[src/rtl/sdsh_pkg.sv]
// ----------------------------------------------------------------------------
// sdsh_pkg
// Shared types and codes of the SD-card SPI host byte sequencer.
// ----------------------------------------------------------------------------
package sdsh_pkg;

  // request codes
  localparam logic [2:0] REQ_INIT     = 3'd0;
  localparam logic [2:0] REQ_WRITE    = 3'd1;
  localparam logic [2:0] REQ_XCH_DONE = 3'd2;
  localparam logic [2:0] REQ_DATA     = 3'd3;
  localparam logic [2:0] REQ_RDY_CHK  = 3'd4;

  // completion status codes
  localparam logic [1:0] ST_OK       = 2'd0;
  localparam logic [1:0] ST_CARD_ERR = 2'd1;
  localparam logic [1:0] ST_PARM_ERR = 2'd2;
  localparam logic [1:0] ST_BUSY_REJ = 2'd3;

  // sequencer phases
  localparam logic [4:0] PH_IDLE  = 5'd0;
  localparam logic [4:0] PH_WAKE  = 5'd1;
  localparam logic [4:0] PH_ICMD  = 5'd2;
  localparam logic [4:0] PH_IPOLL = 5'd3;
  localparam logic [4:0] PH_READY = 5'd4;
  localparam logic [4:0] PH_WCMD  = 5'd5;
  localparam logic [4:0] PH_R1    = 5'd6;
  localparam logic [4:0] PH_TOKEN = 5'd7;
  localparam logic [4:0] PH_DWAIT = 5'd8;
  localparam logic [4:0] PH_DXCH  = 5'd9;
  localparam logic [4:0] PH_CRC   = 5'd10;
  localparam logic [4:0] PH_DRESP = 5'd11;
  localparam logic [4:0] PH_BUSY  = 5'd12;

  // protocol bytes
  localparam logic [7:0] CMD0_BYTE   = 8'h40;
  localparam logic [7:0] CMD0_CRC    = 8'h95;
  localparam logic [7:0] CMD24_BYTE  = 8'h58;
  localparam logic [7:0] START_TOKEN = 8'hFE;
  localparam logic [7:0] DRESP_MASK  = 8'h1F;
  localparam logic [7:0] DRESP_OK    = 8'h05;
  localparam logic [7:0] FILL_BYTE   = 8'hFF;
  localparam logic [7:0] R1_IDLE     = 8'h01;

  // command frames are six bytes long
  localparam int CMD_LEN = 6;
  // CRC trailer is two bytes long
  localparam int CRC_LEN = 2;

  typedef struct packed {
    logic       tx_valid;
    logic [7:0] tx_byte;
    logic       chip_select_low;
    logic       want_data;
    logic       done_res;
    logic [1:0] status;
  } res_t;

endpackage

[src/rtl/sd_spi_host_sequencer.sv]
// ----------------------------------------------------------------------------
// sd_spi_host_sequencer
// SD-card SPI-mode host byte sequencer: init, ready check, single-block write.
// ----------------------------------------------------------------------------
// Usage:
//   Input channel (in_valid/in_ready) carries one event transaction: a start
//   request (init, write, ready check), an exchange-done report with the byte
//   the card returned, or a payload data byte. Every accepted transaction
//   yields exactly one result transaction on out_valid/out_ready, telling the
//   SPI shifter whether to exchange a byte (out_tx_valid/out_tx_byte), the
//   chip select level, whether a payload byte is wanted next, and whether the
//   running sequence finished (out_done_res/out_status).
//   Path: an accepted transaction lands in the input register; its result is
//   then computed against the sequencer state and loaded into the result
//   register, which raises out_valid and holds the result until it is taken.
//   Throughput: one transaction per cycle while out_ready stays high; the only
//   loop is the state update of the phase/counter registers.
//   Stall: when out_ready is low the result register holds, the input
//   register still takes one more transaction, then in_ready drops.
//   Reset (rst_n low, synchronous): both stages empty, phase idle, counters
//   and held sector cleared, card deselected.
// ----------------------------------------------------------------------------
module sd_spi_host_sequencer #(
  parameter int BLOCK_BYTES = 512,
  parameter int WAKE_BYTES  = 10,
  parameter int IDLE_POLLS  = 10
) (
  input  logic        clk,
  input  logic        rst_n,
  input  logic        in_valid,
  output logic        in_ready,
  input  logic [2:0]  in_req_type,
  input  logic [31:0] in_sector,
  input  logic [15:0] in_block_count,
  input  logic [7:0]  in_data_byte,
  input  logic [7:0]  in_rx_byte,
  output logic        out_valid,
  input  logic        out_ready,
  output logic        out_tx_valid,
  output logic [7:0]  out_tx_byte,
  output logic        out_chip_select_low,
  output logic        out_want_data,
  output logic        out_done_res,
  output logic [1:0]  out_status
);
  import sdsh_pkg::*;

  // counter must hold block index, wake count and command index
  localparam int BB_W  = $clog2(BLOCK_BYTES);
  localparam int CNT_W = (BB_W > 4) ? BB_W : 4;

  localparam logic [CNT_W-1:0] WAKE_LIM  = CNT_W'(WAKE_BYTES);
  localparam logic [CNT_W-1:0] LAST_IDX  = CNT_W'(BLOCK_BYTES - 1);
  localparam logic [CNT_W-1:0] CMD_LIM   = CNT_W'(CMD_LEN);
  localparam logic [CNT_W-1:0] CRC_LIM   = CNT_W'(CRC_LEN);
  localparam logic [CNT_W-1:0] CNT_ONE   = CNT_W'(1);
  localparam logic [3:0]       POLL_LIM  = 4'(IDLE_POLLS);

  // input stage
  logic        in_vld_r;
  logic [2:0]  req_r;
  logic [31:0] sec_r;
  logic [15:0] cnt_r;
  logic [7:0]  dat_r;
  logic [7:0]  rx_r;

  // sequencer state
  logic [4:0]       phase_r, phase_nxt;
  logic [CNT_W-1:0] bcnt_r, bcnt_nxt;
  logic [3:0]       pcnt_r, pcnt_nxt;
  logic [31:0]      shold_r, shold_nxt;
  logic             sel_r, sel_nxt;

  // result stage
  logic out_vld_r;
  res_t res_r, res_nxt;

  logic advance;

  assign advance  = in_vld_r && (!out_vld_r || out_ready);
  assign in_ready = !in_vld_r || advance;

  always_ff @(posedge clk) begin
    if (!rst_n) begin
      in_vld_r <= 1'b0;
    end else if (in_ready) begin
      in_vld_r <= in_valid;
    end
  end

  always_ff @(posedge clk) begin
    if (in_ready && in_valid) begin
      req_r <= in_req_type;
      sec_r <= in_sector;
      cnt_r <= in_block_count;
      dat_r <= in_data_byte;
      rx_r  <= in_rx_byte;
    end
  end

  // next byte / next state decision
  always_comb begin
    logic [7:0] txb;
    logic       txv;
    logic       want;
    logic       done;
    logic [1:0] st;

    phase_nxt = phase_r;
    bcnt_nxt  = bcnt_r;
    pcnt_nxt  = pcnt_r;
    shold_nxt = shold_r;
    sel_nxt   = sel_r;
    txv       = 1'b0;
    txb       = 8'h00;
    want      = 1'b0;
    done      = 1'b0;
    st        = ST_OK;

    if (req_r == REQ_INIT || req_r == REQ_WRITE || req_r == REQ_RDY_CHK) begin
      if (phase_r != PH_IDLE) begin
        st = ST_BUSY_REJ;
      end else if (req_r == REQ_INIT) begin
        phase_nxt = PH_WAKE;
        sel_nxt   = 1'b0;
        bcnt_nxt  = CNT_ONE;
        txv       = 1'b1;
        txb       = FILL_BYTE;
      end else if (req_r == REQ_RDY_CHK) begin
        phase_nxt = PH_READY;
        sel_nxt   = 1'b0;
        txv       = 1'b1;
        txb       = FILL_BYTE;
      end else if (cnt_r == 16'd0) begin
        done = 1'b1;
        st   = ST_PARM_ERR;
      end else begin
        shold_nxt = sec_r;
        phase_nxt = PH_WCMD;
        sel_nxt   = 1'b1;
        bcnt_nxt  = CNT_ONE;
        txv       = 1'b1;
        txb       = CMD24_BYTE;
      end
    end else if (req_r == REQ_XCH_DONE) begin
      case (phase_r)
        PH_WAKE: begin
          txv = 1'b1;
          if (bcnt_r < WAKE_LIM) begin
            bcnt_nxt = bcnt_r + CNT_ONE;
            txb      = FILL_BYTE;
          end else begin
            phase_nxt = PH_ICMD;
            sel_nxt   = 1'b1;
            bcnt_nxt  = CNT_ONE;
            txb       = CMD0_BYTE;
          end
        end
        PH_ICMD: begin
          txv = 1'b1;
          if (bcnt_r < CMD_LIM) begin
            // argument bytes are zero, last byte carries the fixed CRC
            txb      = (bcnt_r == CMD_LIM - CNT_ONE) ? CMD0_CRC : 8'h00;
            bcnt_nxt = bcnt_r + CNT_ONE;
          end else begin
            phase_nxt = PH_IPOLL;
            pcnt_nxt  = 4'd1;
            txb       = FILL_BYTE;
          end
        end
        PH_IPOLL: begin
          if (rx_r == R1_IDLE || pcnt_r >= POLL_LIM) begin
            phase_nxt = PH_IDLE;
            sel_nxt   = 1'b0;
            done      = 1'b1;
          end else begin
            pcnt_nxt = pcnt_r + 4'd1;
            txv      = 1'b1;
            txb      = FILL_BYTE;
          end
        end
        PH_READY: begin
          // card stays selected after a ready check
          phase_nxt = PH_IDLE;
          sel_nxt   = 1'b1;
          done      = 1'b1;
          st        = (rx_r == FILL_BYTE) ? ST_OK : ST_CARD_ERR;
        end
        PH_WCMD: begin
          txv = 1'b1;
          if (bcnt_r < CMD_LIM) begin
            case (bcnt_r[2:0])
              3'd1:    txb = shold_r[31:24];
              3'd2:    txb = shold_r[23:16];
              3'd3:    txb = shold_r[15:8];
              3'd4:    txb = shold_r[7:0];
              default: txb = FILL_BYTE;
            endcase
            bcnt_nxt = bcnt_r + CNT_ONE;
          end else begin
            phase_nxt = PH_R1;
            txb       = FILL_BYTE;
          end
        end
        PH_R1: begin
          if (rx_r != 8'h00) begin
            phase_nxt = PH_IDLE;
            sel_nxt   = 1'b0;
            done      = 1'b1;
            st        = ST_CARD_ERR;
          end else begin
            phase_nxt = PH_TOKEN;
            txv       = 1'b1;
            txb       = START_TOKEN;
          end
        end
        PH_TOKEN: begin
          phase_nxt = PH_DWAIT;
          bcnt_nxt  = '0;
          want      = 1'b1;
        end
        PH_DXCH: begin
          if (bcnt_r < LAST_IDX) begin
            bcnt_nxt  = bcnt_r + CNT_ONE;
            phase_nxt = PH_DWAIT;
            want      = 1'b1;
          end else begin
            phase_nxt = PH_CRC;
            bcnt_nxt  = CNT_ONE;
            txv       = 1'b1;
            txb       = FILL_BYTE;
          end
        end
        PH_CRC: begin
          if (bcnt_r < CRC_LIM) begin
            bcnt_nxt = bcnt_r + CNT_ONE;
          end else begin
            phase_nxt = PH_DRESP;
          end
          txv = 1'b1;
          txb = FILL_BYTE;
        end
        PH_DRESP: begin
          if ((rx_r & DRESP_MASK) != DRESP_OK) begin
            phase_nxt = PH_IDLE;
            sel_nxt   = 1'b0;
            done      = 1'b1;
            st        = ST_CARD_ERR;
          end else begin
            phase_nxt = PH_BUSY;
            txv       = 1'b1;
            txb       = FILL_BYTE;
          end
        end
        PH_BUSY: begin
          // card holds the line low while programming
          if (rx_r == 8'h00) begin
            txv = 1'b1;
            txb = FILL_BYTE;
          end else begin
            phase_nxt = PH_IDLE;
            sel_nxt   = 1'b0;
            done      = 1'b1;
          end
        end
        default: begin
        end
      endcase
    end else if (req_r == REQ_DATA && phase_r == PH_DWAIT) begin
      phase_nxt = PH_DXCH;
      txv       = 1'b1;
      txb       = dat_r;
    end

    res_nxt.tx_valid        = txv;
    res_nxt.tx_byte         = txb;
    res_nxt.chip_select_low = sel_nxt;
    res_nxt.want_data       = want;
    res_nxt.done_res        = done;
    res_nxt.status          = st;
  end

  always_ff @(posedge clk) begin
    if (!rst_n) begin
      phase_r <= PH_IDLE;
      bcnt_r  <= '0;
      pcnt_r  <= '0;
      shold_r <= '0;
      sel_r   <= 1'b0;
    end else if (advance) begin
      phase_r <= phase_nxt;
      bcnt_r  <= bcnt_nxt;
      pcnt_r  <= pcnt_nxt;
      shold_r <= shold_nxt;
      sel_r   <= sel_nxt;
    end
  end

  always_ff @(posedge clk) begin
    if (!rst_n) begin
      out_vld_r <= 1'b0;
    end else if (advance) begin
      out_vld_r <= 1'b1;
    end else if (out_ready) begin
      out_vld_r <= 1'b0;
    end
  end

  always_ff @(posedge clk) begin
    if (advance) begin
      res_r <= res_nxt;
    end
  end

  assign out_valid           = out_vld_r;
  assign out_tx_valid        = res_r.tx_valid;
  assign out_tx_byte         = res_r.tx_byte;
  assign out_chip_select_low = res_r.chip_select_low;
  assign out_want_data       = res_r.want_data;
  assign out_done_res        = res_r.done_res;
  assign out_status          = res_r.status;

  // held result always describes the current state
  a_want_dwait: assert property (@(posedge clk) disable iff (!rst_n)
    out_vld_r && res_r.want_data |-> phase_r == PH_DWAIT)
    else $error("want_data without data wait phase");

  a_done_idle: assert property (@(posedge clk) disable iff (!rst_n)
    out_vld_r && res_r.done_res |-> phase_r == PH_IDLE)
    else $error("sequence done but phase not idle");

  a_rej_busy: assert property (@(posedge clk) disable iff (!rst_n)
    out_vld_r && res_r.status == ST_BUSY_REJ |-> phase_r != PH_IDLE)
    else $error("busy reject while idle");

  a_sel_match: assert property (@(posedge clk) disable iff (!rst_n)
    out_vld_r |-> res_r.chip_select_low == sel_r)
    else $error("reported select differs from held level");

  a_in_hold: assert property (@(posedge clk) disable iff (!rst_n)
    in_vld_r && !advance |=> in_vld_r && $stable(req_r))
    else $error("input stage lost a transaction");

endmodule

[config.mk]
export PLATFORM = sky130hd
export DESIGN_NAME = sd_spi_host_sequencer
export DESIGN_NICKNAME = d
export VERILOG_FILES = /design/src/rtl/sdsh_pkg.sv /design/src/rtl/sd_spi_host_sequencer.sv
export SDC_FILE = /design/constraint.sdc
export NUM_CORES = 1
export LEC_CHECK = 0
export ABC_AREA = 1
export BUFFER_PORTS_ARGS = -buffer_cell sky130_fd_sc_hd__buf_2
export CORE_ASPECT_RATIO = 2
export CORE_MARGIN = 2
export CORE_UTILIZATION = 50
export DETAILED_ROUTE_END_ITERATION = 7
export PLACE_DENSITY = 0.74
export SLEW_MARGIN = 5
export SYNTH_ARGS = -nofsm -noshare
export SYNTH_HDL_FRONTEND = slang
export SYNTH_SLANG_ARGS = --single-unit
[constraint.sdc]
create_clock -name clk -period 2.25 [get_ports clk]
set_clock_uncertainty 0.1 [all_clocks]
set_input_delay 0 -clock clk [delete_from_list [all_inputs] [get_ports clk]]
set_output_delay 0 -clock clk [all_outputs]
set_load 0.05 [all_outputs]
== After elaboration in Yosys (flattened, before gate mapping) ==
Cells that the tools add are included.
Widths: inputs -> output; s select.

* Register bits: 134
* Bits in latches: 0
* Memory bits (writable): 0
* Memory bits (read-only): 0
* Output and inout bits: 16
* Word-level logic and storage cells: 196
* Memories kept: 0

* Add/subtract/negate cells: 2
* Multiply operators: 0
* Divide/modulo/power cells: 0
* $lt $le $gt $ge: 5
* Equal/unequal tests: 39
* Shift-type cells: 0
* Muxes and demuxes: 99
* Bitwise logic cells: 6
* Reductions and logical operators: 27

{| class="wikitable"
|+ Operators with widths
! kind !! count
|-
| $mux 8 || 15
|-
| $mux 9 || 10
|-
| $pmux 8 s9 || 1
|-
| $mux 5 || 13
|-
| $pmux 5 s11 || 1
|-
| $pmux 9 s5 || 1
|-
| $mux 1 || 40
|-
| $pmux 8 s4 || 1
|-
| $ne 4x4->1 const B || 7
|-
| $eq 5x4->1 const B || 5
|-
| $eq 5x3->1 const B || 4
|-
| $logic_not 16->1 || 1
|-
| $ne 13x2->1 const B || 1
|-
| $eq 3x2->1 const B || 4
|-
| $mux 2 || 6
|-
| $mux 4 || 3
|-
| $pmux 1 s6 || 2
|-
| $reduce_and 6->1 || 2
|-
| $reduce_and 11->1 || 1
|-
| $eq 5x2->1 const B || 2
|-
| $add 9x1->9 const B || 1
|-
| $eq 9x3->1 const B || 1
|-
| $lt 9x2->1 const B || 1
|-
| $lt 9x3->1 const B || 1
|-
| other kinds (33) || 54
|}

== Depth between registers and ports, before layout ==
Gate-level depths: netlist of run 1.

* Depth after elaboration: 6
* Gate-level depth with buffers: 14

== Least setup slack after synthesis of run 1 ==
No wires, ideal clock.

* Path type: flip-flop to flip-flop
* Start: reg out_vld_r (netlist: out_valid)
* End: reg cnt_r[0], enable pin
* Library setup time: 0.421 ns
* Data arrival time: 2.465 ns
* Setup slack: -0.736 ns
* Stages on the path, launching flop included: 4
* Clock period less this slack: 2.986 ns
* Cell sequence: dfxtp_1 > nand3_1 > nand2_1 > inv_1

* Word-level cells in the longest chain between the ends: 5

{| class="wikitable"
|+ Ends and longest elaborated chain
! item !! RTL line !! text
|-
| start: declaration || sd_spi_host_sequencer.sv:75 || <nowiki>logic out_vld_r;</nowiki>
|-
| start signal: assignment || sd_spi_host_sequencer.sv:301 || <nowiki>out_vld_r <= 1'b0;</nowiki>
|-
| start signal: assignment || sd_spi_host_sequencer.sv:303 || <nowiki>out_vld_r <= 1'b1;</nowiki>
|-
| start signal: assignment || sd_spi_host_sequencer.sv:305 || <nowiki>out_vld_r <= 1'b0;</nowiki>
|-
| $logic_not 1->1 || sd_spi_host_sequencer.sv:80 || <nowiki>assign advance = in_vld_r && (!out_vld_r || out_ready);</nowiki>
|-
| $logic_or 1x1->1 || sd_spi_host_sequencer.sv:80 ||
|-
| $logic_and 1x1->1 || sd_spi_host_sequencer.sv:80 ||
|-
| $logic_or 1x1->1 || sd_spi_host_sequencer.sv:81 || <nowiki>assign in_ready = !in_vld_r || advance;</nowiki>
|-
| via in_ready || sd_spi_host_sequencer.sv:31 || <nowiki>output logic in_ready,</nowiki>
|-
| $logic_and 1x1->1 || sd_spi_host_sequencer.sv:92 || <nowiki>if (in_ready && in_valid) begin</nowiki>
|-
| end signal: assignment || sd_spi_host_sequencer.sv:95 || <nowiki>cnt_r <= in_block_count;</nowiki>
|-
| end: declaration || sd_spi_host_sequencer.sv:63 || <nowiki>logic [15:0] cnt_r;</nowiki>
|}

The timed path passes the listed nets, and every way through them passes these cells.
A chain may end at the register's enable or synchronous reset.

== Final worst setup path of run 1 ==
* Start: reg phase_r[1]
* End: reg bcnt_r[7]

* Word-level cells in the longest chain between the ends: 5
* Elaborated cells on any way between the ends: 16
* Those cells by class: eq/ne (9); mux (3); reduce/logical (4)

{| class="wikitable"
|+ Ends and longest elaborated chain
! item !! RTL line !! text
|-
| start: declaration || sd_spi_host_sequencer.sv:68 || <nowiki>logic [4:0] phase_r, phase_nxt;</nowiki>
|-
| start signal: assignment || sd_spi_host_sequencer.sv:291 || <nowiki>phase_r <= phase_nxt;</nowiki>
|-
| $eq 5x3->1 or $eq 5x2->1 (tied branches) || sd_spi_host_sequencer.sv:146 || <nowiki>case (phase_r)</nowiki>
|-
| $reduce_or 2->1 (no line) || n/a ||
|-
| $pmux 9 s5 || sd_spi_host_sequencer.sv:146 ||
|-
| $mux 9 || sd_spi_host_sequencer.sv:145 || <nowiki>end else if (req_r == REQ_XCH_DONE) begin</nowiki>
|-
| $mux 9 || sd_spi_host_sequencer.sv:120 || <nowiki>if (req_r == REQ_INIT || req_r == REQ_WRITE || req_r == REQ_RDY_CHK) begin</nowiki>
|-
| end signal: assignment || sd_spi_host_sequencer.sv:292 || <nowiki>bcnt_r <= bcnt_nxt;</nowiki>
|-
| end: declaration || sd_spi_host_sequencer.sv:69 || <nowiki>logic [CNT_W-1:0] bcnt_r, bcnt_nxt;</nowiki>
|}

Several ways; a longest one is shown, not always the timed one. The select of a mux whose other input is x is not followed.

==> results.tsv, run 1 <==
stage	metric	value	unit
run_status	run_status	finished clean	
floorplanning	design.die.area	13000	µm²
finish	num_antenna_cells	0	
setup_path	worst-r2r-setup-slack	0.15	ns
global_route	globalRouteTotalUtil	28.7	%
floorplanning	num_rows	56	
global_route	global_route.overflow_total	0	
sta	worst_hold_slack	0.188	ns
synthesis	muxShareOfSynthArea	0	%
synthesis	avgSynthCellArea	8.68	µm²
synthesis	syn-num-nets	773	
clock_network	cts_max_level	4	
synthesis	synth_enable_flop_cells	81	
synthesis	yosys.area.top_type_share	40.3	%
sta	period_minus_slack	2.10	ns
clock_network	clkTransAtPathRegs	0.07	ns
finish	nets	955	
clock_network	clk_path_buf_depth	2	
routing	routed-via-count	5591	
routing	viasPerCell	5.40	
routing	drt-wirelength-per-cell	17.1	µm
sta	worst-slew-pin-transition	0.492	ns
sta	grt_setup_unrepaired	false	
global_route	number_of_global_route_vias_before_repair	5852	
setup_path	setup.worst_path.end_class	flip-flop	
finish	syn_to_final_growth	34.2	%
place	placedCellCount	930	
power	irDropWorstVdd	0.853	mV
sta	setup-violations-final	0	
global_route	first_pass_grt_wire_length	27600	µm
synthesis	synthDistinctLibCells	36	
routing	detailedRoute.firstPassIterationCount	5	
synthesis	ys_async_sr_fraction	0	%
setup_path	crit_required	2.45	ns
job	drv_cap	0	
setup_path	worstPathArrival	2.31	ns
synthesis	synth.area.top_cells	edfxtp_1, dfxtp_1, nand2_1	
power	power.density_cell_area	768	nW/µm²
power	leakage	3.58	nW
routing	drt_wirelength	17700	µm
place	numPortBuffers	86	
setup_path	timing.critical_path.fanout_max	7	
synthesis	synth_compound_gate_area_share	11.1	%
sta	slew_headroom	67.1	%
place	dpl_worst_slack	0.176	ns
routing	route.detailed.drc	0	
synthesis	netlist_instances	695	
synthesis	dominant_combinational_cell_family_by_area_after_synthesis	simple AND/OR/NAND/NOR gates	
min_path	worst_hold_path_type	primary input to flip-flop	
routing	post_detailed_route_count_of_antenna_violating_nets	0	
place	dp_hpwl	11800	µm
place	gp_congestion	0.988	
clock_network	cts_buffers	17	
synthesis	netlist_area	6040	µm²
setup_path	type_of_origin_of_the_critical_path	flip-flop	
finish	drive_gt1_share	18.0	%
sta	finalCritPeriodShare	93.5	%
synthesis	number_of_synthesis_warnings	0	
clock_network	clockRootBuffer	clkbuf_16	
synthesis	share_of_the_synthesized_netlist_area_taken_by_xor_and_xnor_gates	0.290	%
sta	max_slew_vio_count	0	
floorplanning	die_height	159	µm
setup_path	path_class	flip-flop to flip-flop	
global_route	pin_count_of_the_biggest_net_entering_global_routing	56	
synthesis	synth-simple-area-share	22.8	%
floorplanning	io-pin-count	87	
global_route	antenna_violations_before_repair	0	
routing	drt-initial-drc-count	361	
clock_network	clock_sink_count	133	
sta	final.setup.worst_slack	0.145	ns
finish	final-instance-count-excl-fill	1035	
sta	totalNegativeSetupSlack	0	ns
clock_network	clk_latency_worst_skew_pair	0.43	ns
floorplanning	die-width	81.7	µm
synthesis	ys.flop_type	edfxtp_1	
floorplanning	initial_core_util	51.3	%
synthesis	synth.largest_area_cell	edfxtp_1	
clock_network	tritoncts	built	
synthesis	synth_seq_area_share	57.5	%
synthesis	ys_seq_elements	133	
floorplanning	design.core.area	11800	µm²
sta	fmax_achieved	475	MHz
sta	finalHoldViolCount	0	
synthesis	yosys.area_share.adder	1.45	%
## state kept, by name (all words and copies together) (netlist names), 3 cells and up
signal       count
rx_r             8
phase_r          4
req_r            3
shold_r         32
cnt_r           16
dat_r            8
sec_r           32
bcnt_r           9
pcnt_r           4
out_tx_byte      8
## cells in the final DEF (no fill, tap or decap), drive strengths merged, types with 2 or more instances in the layout
master	n
a211oi	2
o21ai	59
a21oi	52
dfxtp	52
nand3	47
o21bai	4
ha	7
edfxtp	81
nor3	9
nand2	159
bufinv	2
nand3b	2
inv	94
buf	107
clkinv	3
nor2	85
nand4	20
clkinvlp	3
dlygate4sd3	72
xor2	2
clkbuf	18
## final timing paths
path | start | to | depth (start not counted)
worst min-delay path | in_sector[8] | sec_r[8] | 2
worst max-delay path | phase_r[1] | bcnt_r[7] | 11
worst max register to register | phase_r[1] | bcnt_r[7] | 11
worst min register to register | sec_r[23] | shold_r[23] | 2
## cells in the mapped netlist (all sizes together), types with 2 or more instances
master and number:
xor2 2, clkbuf 5, a21oi 52, nand3 47, o21ai 59, o21bai 4
ha 7, buf 11, nand3b 2, nor2 85, inv 87, edfxtp 81
dfxtp 52, a211oi 2, nand4 20, nor3 9, nand2 159
## report_power, final
| part | internal [mW] | leakage [nW] | switching (mW) |
|---|---|---|---|
| Combinational | 0.248 | 2.08 | 0.368 |
| Sequential | 2.71 | 1.21 | 0.0584 |
| Clock | 1.67 | 0.286 | 1.16 |
## layer usage
metal	part of all wire, %	up-vias	GRT usage (%)
met5	0	-	0
met1	32	2625	26.6
met3	3.6	85	5.67
li1	-	2695	-
met4	7.7	0	19.8
met2	57	186	52.7
## cell type report
type	count	area (µm²)
Clock buffer	18	429
Multi-Input combinational cell	458	2180
Timing Repair Buffer	179	1330
Tap cell	145	181
Inverter	88	334
Sequential cell	133	3480
Fill cell	909	3670
Clock inverter	14	165
## logic make-up (layout without fill, tap and decap cells)
logic type,Yosys count,after routing
AND/OR/NAND/NOR,324,324
flip-flops,133,133
AO/OA/AOI/OAI,125,125
buffers and inverters,104,299
adder cells (fa/ha/maj),7,7
XOR/XNOR,2,2
## worst max-delay path, stage by stage (launching register included)
cell and delay (ns):
dfxtp_1 0.49, nand2_1 0.16, nor2_1 0.25, buf_4 0.17, nor2_1 0.05, nand4_1 0.10
nand2_1 0.09, nor2_4 0.24, buf_12 0.15, nand2_1 0.04, o21ai_1 0.07, nor2_1 0.05
## timing repair
item	in CTS	in global routing
endpoints found under the setup margin	0	7
gates resized for setup	0	3
setup buffers	0	1
endpoints found under the hold margin	93	0
hold buffers	72	0
## through the flow
stage	area (µm²)	power, mW	util (%)
after floorplan	6060	3.12	-
after global placement	6760	3.30	57.4
after detailed placement	6760	3.31	57.4
after CTS	8070	6.20	68.6
after global routing	8100	6.41	68.8
final	8100	6.22	68.8
Power figures use the tool's default switching activity.
==> inputs of run 2 (changes only) <==
ABC_CLOCK_PERIOD_IN_PS = 2250   (was not set)
CORE_UTILIZATION = 52   (was 50)
PLACE_DENSITY = 0.76   (was 0.74)
==> results.tsv, run 2 (synthesis results as in run 1) <==
stage	metric	value	unit	change
routing	viasPerCell	5.58		was 5.40
sta	fmax_achieved	470	MHz	was 475 MHz
sta	slew_headroom	64.5	%	was 67.1%
setup_path	cpLargestDelayFamily	simple AND/OR/NAND/NOR gates		unchanged
finish	final.fill_count	811		was 909
sta	setup-violations-final	0		unchanged
global_route	pin_count_of_the_biggest_net_entering_global_routing	68		was 56
routing	route.detailed.drc	0		unchanged
sta	totalNegativeSetupSlack	0	ns	unchanged
min_path	timing.hold.worst_path_depth	2		unchanged
finish	syn_to_final_growth	35.3	%	was 34.2%
global_route	globalRouteTotalUtil	32.2	%	was 28.7%
setup_path	setup.worst_path.end_class	flip-flop		unchanged
power	sw_frac_of_total	25.0	%	was 25.6%
setup_path	worstPathArrival	2.32	ns	was 2.31 ns
power	power_frac_clock	45.8	%	was 45.6%
place	dp_hpwl	12100	µm	was 11,800 µm
clock_network	clk_path_buf_depth	2		unchanged
global_route	first_pass_grt_wire_length	30000	µm	was 27,600 µm
floorplanning	die_height	156	µm	was 159 µm
setup_path	worst_path_most_repeated_cell	nand2_1		
setup_path	crit_required	2.44	ns	was 2.45 ns
min_path	hp-start	in_sector[4]		was in_sector[8]
setup_path	cpMaxStageDelayCell	edfxtp_1		was dfxtp_1
routing	drt-wirelength-per-cell	18.5	µm	was 17.1 µm
setup_path	worst-path-stages	9		was 11
clock_network	clock_sink_count	133		unchanged
setup_path	reg2reg_from	cnt_r[5]		was phase_r[1]
setup_path	timing.critical_path.fanout_max	32		was 7
floorplanning	num_rows	55		was 56
clock_network	clkTransAtPathRegs	0.06	ns	was 0.07 ns
setup_path	timing.critical_path.cells	nor2_1 -> nand2_1 -> nor2_1 -> nand2_1 -> nand2_1 -> nor3_2 -> buf_4 -> o21ai_0 -> a21oi_1		was nand2_1 -> nor2_1 -> buf_4 -> nor2_1 -> nand4_1 -> nand2_1 -> nor2_4 -> buf_12 -> nand2_1 -> o21ai_1 -> nor2_1
setup_path	r2r_end	shold_r[22]		was bcnt_r[7]
global_route	number_of_global_route_vias_before_repair	6008		was 5,852
sta	max_slew_vio_count	0		unchanged
finish	nets	960		was 955
place	gp_congestion	0.932		was 0.988
finish	mostFrequentLayoutCell	nand2_1		unchanged
global_route	grtUsageMet1	30.4	%	was 26.6%
clock_network	clockRootBuffer	clkbuf_16		unchanged
global_route	global_route.overflow_total	0		unchanged
min_path	worst_hold_path_type	primary input to flip-flop		unchanged
floorplanning	die-width	80.2	µm	was 81.7 µm
finish	reg.largest.list	sec_r (32), shold_r (32), cnt_r (16)		unchanged
global_route	grt-busiest-layer	met2		unchanged
global_route	global_route.usage.met2	59.6	%	was 52.7%
place	dpl_worst_slack	0.145	ns	was 0.176 ns
setup_path	worst-path-buf-inv	1		was 2
sta	finalHoldViolCount	0		unchanged
finish	final_cell_mix	nand2_1, buf_2, edfxtp_1, inv_1, nor2_1		unchanged
power	net-switching-power	1.57	mW	was 1.59 mW
setup_path	worst-r2r-setup-slack	0.12	ns	was 0.15 ns
setup_path	critical-path-max-stage-delay	0.36	ns	was 0.49 ns
place	numPortBuffers	86		unchanged
power	leakage	3.61	nW	was 3.58 nW
finish	drive_gt1_share	18.9	%	was 18.0%
power	comb_power_share	10.1	%	was 9.9%
power	irDropWorstVdd	0.995	mV	was 0.853 mV
routing	detailedRoute.firstPassIterationCount	5		unchanged
clock_network	cts_buffers	17		unchanged
sta	finalCritPeriodShare	94.5	%	was 93.5%
sta	final.setup.worst_slack	0.123	ns	was 0.145 ns
routing	drt-initial-drc-count	458		was 361
power	power.density_cell_area	771	nW/µm²	was 768 nW/µm²
floorplanning	design.core.area	11300	µm²	was 11,800 µm²
clock_network	cts_max_level	4		unchanged
routing	routed-via-count	5795		was 5,591
setup_path	reg2regPathDepth	9		was 11
power	internal-power	4.73	mW	was 4.63 mW
sta	grt_setup_unrepaired	false		unchanged
power	register_share_of_total_power	44.0	%	was 44.5%
floorplanning	design.die.area	12500	µm²	was 13,000 µm²
global_route	grt.met3_usage	5.25	%	was 5.67%
sta	worst-slew-pin-transition	0.531	ns	was 0.492 ns
floorplanning	io-pin-count	87		unchanged
setup_path	path_class	flip-flop to flip-flop		unchanged
min_path	worstHoldEndpoint	sec_r[4]		was sec_r[8]
setup_path	type_of_origin_of_the_critical_path	flip-flop		unchanged
run_status	run_status	finished clean		unchanged
routing	post_detailed_route_count_of_antenna_violating_nets	0		unchanged
sta	period_minus_slack	2.13	ns	was 2.10 ns
clock_network	tritoncts	built		unchanged
global_route	antenna_violations_before_repair	2		was 0
job	drv_cap	0		unchanged
clock_network	clk_latency_worst_skew_pair	0.42	ns	was 0.43 ns
floorplanning	initial_core_util	53.5	%	was 51.3%
routing	drt_wirelength	19200	µm	was 17,700 µm
run 2: routing by layer:
metal  routed length (µm)  part of all wire (%)
met1                 6030                    31
met2                10700                    56
met3                  985                   5.1
met4                 1490                   7.8
met5                    0                     0
run 2: repair_timing:
item	in CTS	in global routing
gates resized for setup	0	9
endpoints found under the setup margin	0	10
buffers inserted	0	4
hold buffers	73	0
hold endpoints to repair	75	0
run 2: final cells by class:
class,count,area (µm²),area share [%]
Antenna cell,2,5.00,0.0613
Inverter,88,334,4.09
Sequential cell,133,3480,42.6
Multi-Input combinational cell,458,2200,27.0
Clock inverter,13,176,2.16
Clock buffer,19,433,5.30
Tap cell,142,178,2.18
Timing Repair Buffer,184,1360,16.7
run 2: how the worst max path moves through the flow:
stage | start | end
finish | cnt_r[5] | shold_r[22]
global route | phase_r[1] | bcnt_r[7]
CTS | cnt_r[5] | out_tx_valid
detailed placement | rx_r[4] | out_tx_byte[1]
global placement | cnt_r[7] | out_tx_valid
floorplan | out_valid | cnt_r[0]
run 2: worst register-to-register path, stage by stage (launching register included):
cell,delay (ns)
edfxtp_1,0.36
nor2_1,0.16
nand2_1,0.11
nor2_1,0.20
nand2_1,0.20
nand2_1,0.19
nor3_2,0.05
buf_4,0.22
o21ai_0,0.30
a21oi_1,0.10
run 2: stage by stage:
step | power (mW) | instances | cell area, µm² | hold slack (ns) | utilization, %
detailed placement | 3.32 | 928 | 6760 | 0.0781 | 59.9
CTS | 6.24 | 1033 | 8100 | 0.182 | 71.8
finish | 6.30 | 1039 | 8170 | 0.187 | 72.4
global placement | 3.30 | 928 | 6760 | 0.0760 | 59.9
global route | 6.46 | 1039 | 8170 | 0.189 | 72.4
floorplan | 3.12 | 695 | 6060 | -0.00113 | -
run 2: power by group through the flow:
stage	Sequential (mW)	Combinational (mW)	Clock [mW]
after floorplan	2.86	0.258	0
after global placement	2.81	0.492	0
after detailed placement	2.82	0.503	0
after CTS	2.77	0.606	2.86
after global routing	2.78	0.689	2.99
final	2.77	0.639	2.89
==> inputs of run 3 (changes only) <==
ABC_AREA = not set   (was 1)
==> results.tsv, run 3 <==
stage	metric	value	unit	change
global_route	global_route.overflow_total	0		unchanged
global_route	grt.met3_usage	6.65	%	was 5.25%
synthesis	synth_top_cells_by_count	edfxtp_1, nor2_1, dfxtp_1		was nand2_1, edfxtp_1, inv_1
global_route	number_of_global_route_vias_before_repair	6209		was 6,008
synthesis	synth.most_common_cell	edfxtp_1		was nand2_1
sta	slew_headroom	61.9	%	was 64.5%
clock_network	clockRootBuffer	clkbuf_16		unchanged
finish	mostFrequentLayoutCell	buf_4		was nand2_1
finish	nets	888		was 960
global_route	antenna_violations_before_repair	0		was 2
global_route	globalRouteTotalUtil	34.7	%	was 32.2%
job	drv_cap	0		unchanged
synthesis	ys_async_sr_fraction	0	%	unchanged
floorplanning	design.core.area	11600	µm²	was 11,300 µm²
synthesis	synth.largest_area_cell	edfxtp_1		unchanged
setup_path	critical-path-max-stage-delay	0.59	ns	was 0.36 ns
floorplanning	design.die.area	12700	µm²	was 12,500 µm²
floorplanning	initial_core_util	52.6	%	was 53.5%
min_path	worst_hold_path_type	primary input to flip-flop		unchanged
sta	worst-slew-pin-transition	0.569	ns	was 0.531 ns
clock_network	cts_buffers	17		unchanged
routing	route.detailed.drc	0		unchanged
synthesis	synth.area.top_cells	edfxtp_1, dfxtp_1, mux2i_1		was edfxtp_1, dfxtp_1, nand2_1
synthesis	synth_enable_flop_cells	81		unchanged
sta	finalCritPeriodShare	116	%	was 94.5%
synthesis	number_of_synthesis_warnings	0		unchanged
sta	setup-violations-final	28		was 0
floorplanning	io-pin-count	87		unchanged
clock_network	clk_path_buf_depth	2		unchanged
power	power.total	6.21	mW	was 6.30 mW
setup_path	worst-path-buf-inv	0		was 1
routing	routed-via-count	6195		was 5,795
floorplanning	num_rows	56		was 55
floorplanning	die-width	80.7	µm	was 80.2 µm
synthesis	ys.flop_type	edfxtp_1		unchanged
setup_path	timing.critical_path.cells	or4_4 -> or3_4 -> a211o_4 -> o21ai_4 -> a41oi_2 -> a211o_1		was nor2_1 -> nand2_1 -> nor2_1 -> nand2_1 -> nand2_1 -> nor3_2 -> buf_4 -> o21ai_0 -> a21oi_1
finish	final-instance-count-excl-fill	968		was 1,039
finish	final.fill_count	623		was 811
finish	num_antenna_cells	0		was 2
setup_path	cpLargestDelayFamily	simple AND/OR/NAND/NOR gates		unchanged
synthesis	ys_seq_elements	133		unchanged
sta	max_slew_vio_count	0		unchanged
sta	period_minus_slack	2.60	ns	was 2.13 ns
setup_path	crit_required	2.32	ns	was 2.44 ns
synthesis	syn-num-nets	616		was 773
floorplanning	die_height	157	µm	was 156 µm
global_route	grtUsageMet1	33.5	%	was 30.4%
global_route	grt-busiest-layer	met2		unchanged
sta	finalHoldViolCount	0		unchanged
place	numPortBuffers	86		unchanged
clock_network	clkTransAtPathRegs	0.07	ns	was 0.06 ns
run_status	violations	setup timing		
synthesis	synth_seq_area_share	56.8	%	was 57.5%
routing	viasPerCell	6.40		was 5.58
global_route	first_pass_grt_wire_length	32400	µm	was 30,000 µm
global_route	pin_count_of_the_biggest_net_entering_global_routing	43		was 68
synthesis	netlist_instances	538		was 695
routing	drt-initial-drc-count	659		was 458
run_status	run_status	finished, violations left		was finished clean
synthesis	yosys.area.top_type_share	39.7	%	was 40.3%
finish	reg.largest.list	sec_r (32), shold_r (32), cnt_r (16)		unchanged
place	gp_congestion	0.974		was 0.932
synthesis	netlist_area	6120	µm²	was 6040 µm²
setup_path	worstPathArrival	2.67	ns	was 2.32 ns
place	dp_hpwl	12800	µm	was 12,100 µm
power	power.density_cell_area	648	nW/µm²	was 771 nW/µm²
routing	drt-wirelength-per-cell	24.2	µm	was 18.5 µm
finish	design_area	9580	µm²	was 8170 µm²
power	irDropWorstVdd	0.679	mV	was 0.995 mV
finish	final_cell_mix	buf_4, buf_2, edfxtp_1, dlygate4sd3_1, nor2_1		was nand2_1, buf_2, edfxtp_1, inv_1, nor2_1
finish	drive_gt1_share	42.5	%	was 18.9%
synthesis	synthDistinctLibCells	77		was 36
setup_path	setup.worst_path.end_class	flip-flop		unchanged
setup_path	cpMaxStageDelayCell	or4_4		was edfxtp_1
routing	detailedRoute.firstPassIterationCount	6		was 5
setup_path	timing.critical_path.fanout_max	8		was 32
clock_network	clock_sink_count	133		unchanged
setup_path	path_class	flip-flop to flip-flop		unchanged
clock_network	clk_latency_worst_skew_pair	0.43	ns	was 0.42 ns
clock_network	cts_max_level	4		unchanged
sta	worst_hold_slack	0.188	ns	was 0.187 ns
finish	syn_to_final_growth	56.5	%	was 35.3%
setup_path	type_of_origin_of_the_critical_path	flip-flop		unchanged
sta	final.setup.worst_slack	-0.349	ns	was 0.123 ns
clock_network	tritoncts	built		unchanged
place	placedCellCount	837		was 928
global_route	global_route.usage.met2	63.0	%	was 59.6%
sta	fmax_achieved	385	MHz	was 470 MHz
routing	drt_wirelength	23500	µm	was 19,200 µm
sta	grt_setup_unrepaired	true		was false
routing	post_detailed_route_count_of_antenna_violating_nets	0		unchanged
place	postPlaceCellArea	7400	µm²	was 6760 µm²
power	leakage	3.94	nW	was 3.61 nW
synthesis	avgSynthCellArea	11.4	µm²	was 8.68 µm²
-- run 3: cell count changes in the layout (fill, tap and decap cells not counted), sizes merged, moves of 14 or more --
cell | previous run | this run
nand2 | 159 | 27
nand3 | 47 | 7
inv | 88 | 16
mux2i | 0 | 36
buf | 111 | 216
nor2 | 85 | 58
nand4 | 20 | 6
a21oi | 52 | 27
o21ai | 59 | 32
-- run 3: layout make-up --
class                   count  area, µm²  area share, %
clock buffers              18        450           4.70
clock inverters            14        129           1.35
inverters                   8       30.0          0.314
multi-input cells         362       3050           31.8
flip-flops and latches    133       3490           36.4
well taps                 145        181           1.89
repair buffers            288       2250           23.5
-- run 3: what timing repair did --
action                                  in CTS  in global routing
pin swaps                                   21                 38
buffers inserted                            14                 12
endpoints found under the hold margin       80                  0
hold buffers                                71                  0
gates resized for setup                     67                 73
gates cloned                                 1                  2
endpoints found under the setup margin      30                 61
-- run 3: final timing paths --
check | start | endpoint | slack (ns) | depth (start not counted)
setup / recovery | bcnt_r[3] | out_tx_byte[7] | -0.35 | 6
hold reg to reg | sec_r[31] | shold_r[31] | 0.39 | 2
setup reg to reg | bcnt_r[3] | out_tx_byte[7] | -0.35 | 6
hold / removal | in_req_type[2] | req_r[2] | 0.19 | 2
-- run 3: where the power goes --
part	internal, mW	switching, mW
clock network	1.53	1.24
registers	2.69	0.0620
logic	0.321	0.365
-- run 3: logic make-up after synthesis --
group | count (synthesis) | share of synthesized area [%]
buf+inv | 43 | 2.88
flops | 133 | 56.8
mux | 37 | 6.07
compound gates | 141 | 16.6
fa+ha+maj | 8 | 1.59
xor+xnor | 2 | 0.286
simple gates | 174 | 15.8
-- run 3: routing by layer --
layer	vias up	routed length (µm)
met5	-	0
met4	0	2360
met3	207	1470
met2	455	12500
met1	2903	7140
li1	2630	-
-- run 3: metrics by stage --
stage | setup slack (ns) | setup TNS [ns] | util, %
finish | -0.349 | -5.13 | 82.3
global route | -0.370 | -6.37 | 82.3
CTS | -0.264 | -2.52 | 78.3
detailed placement | -0.349 | -6.48 | 63.6
global placement | -0.309 | -5.57 | 63.6
floorplan | -0.101 | -0.408 | -
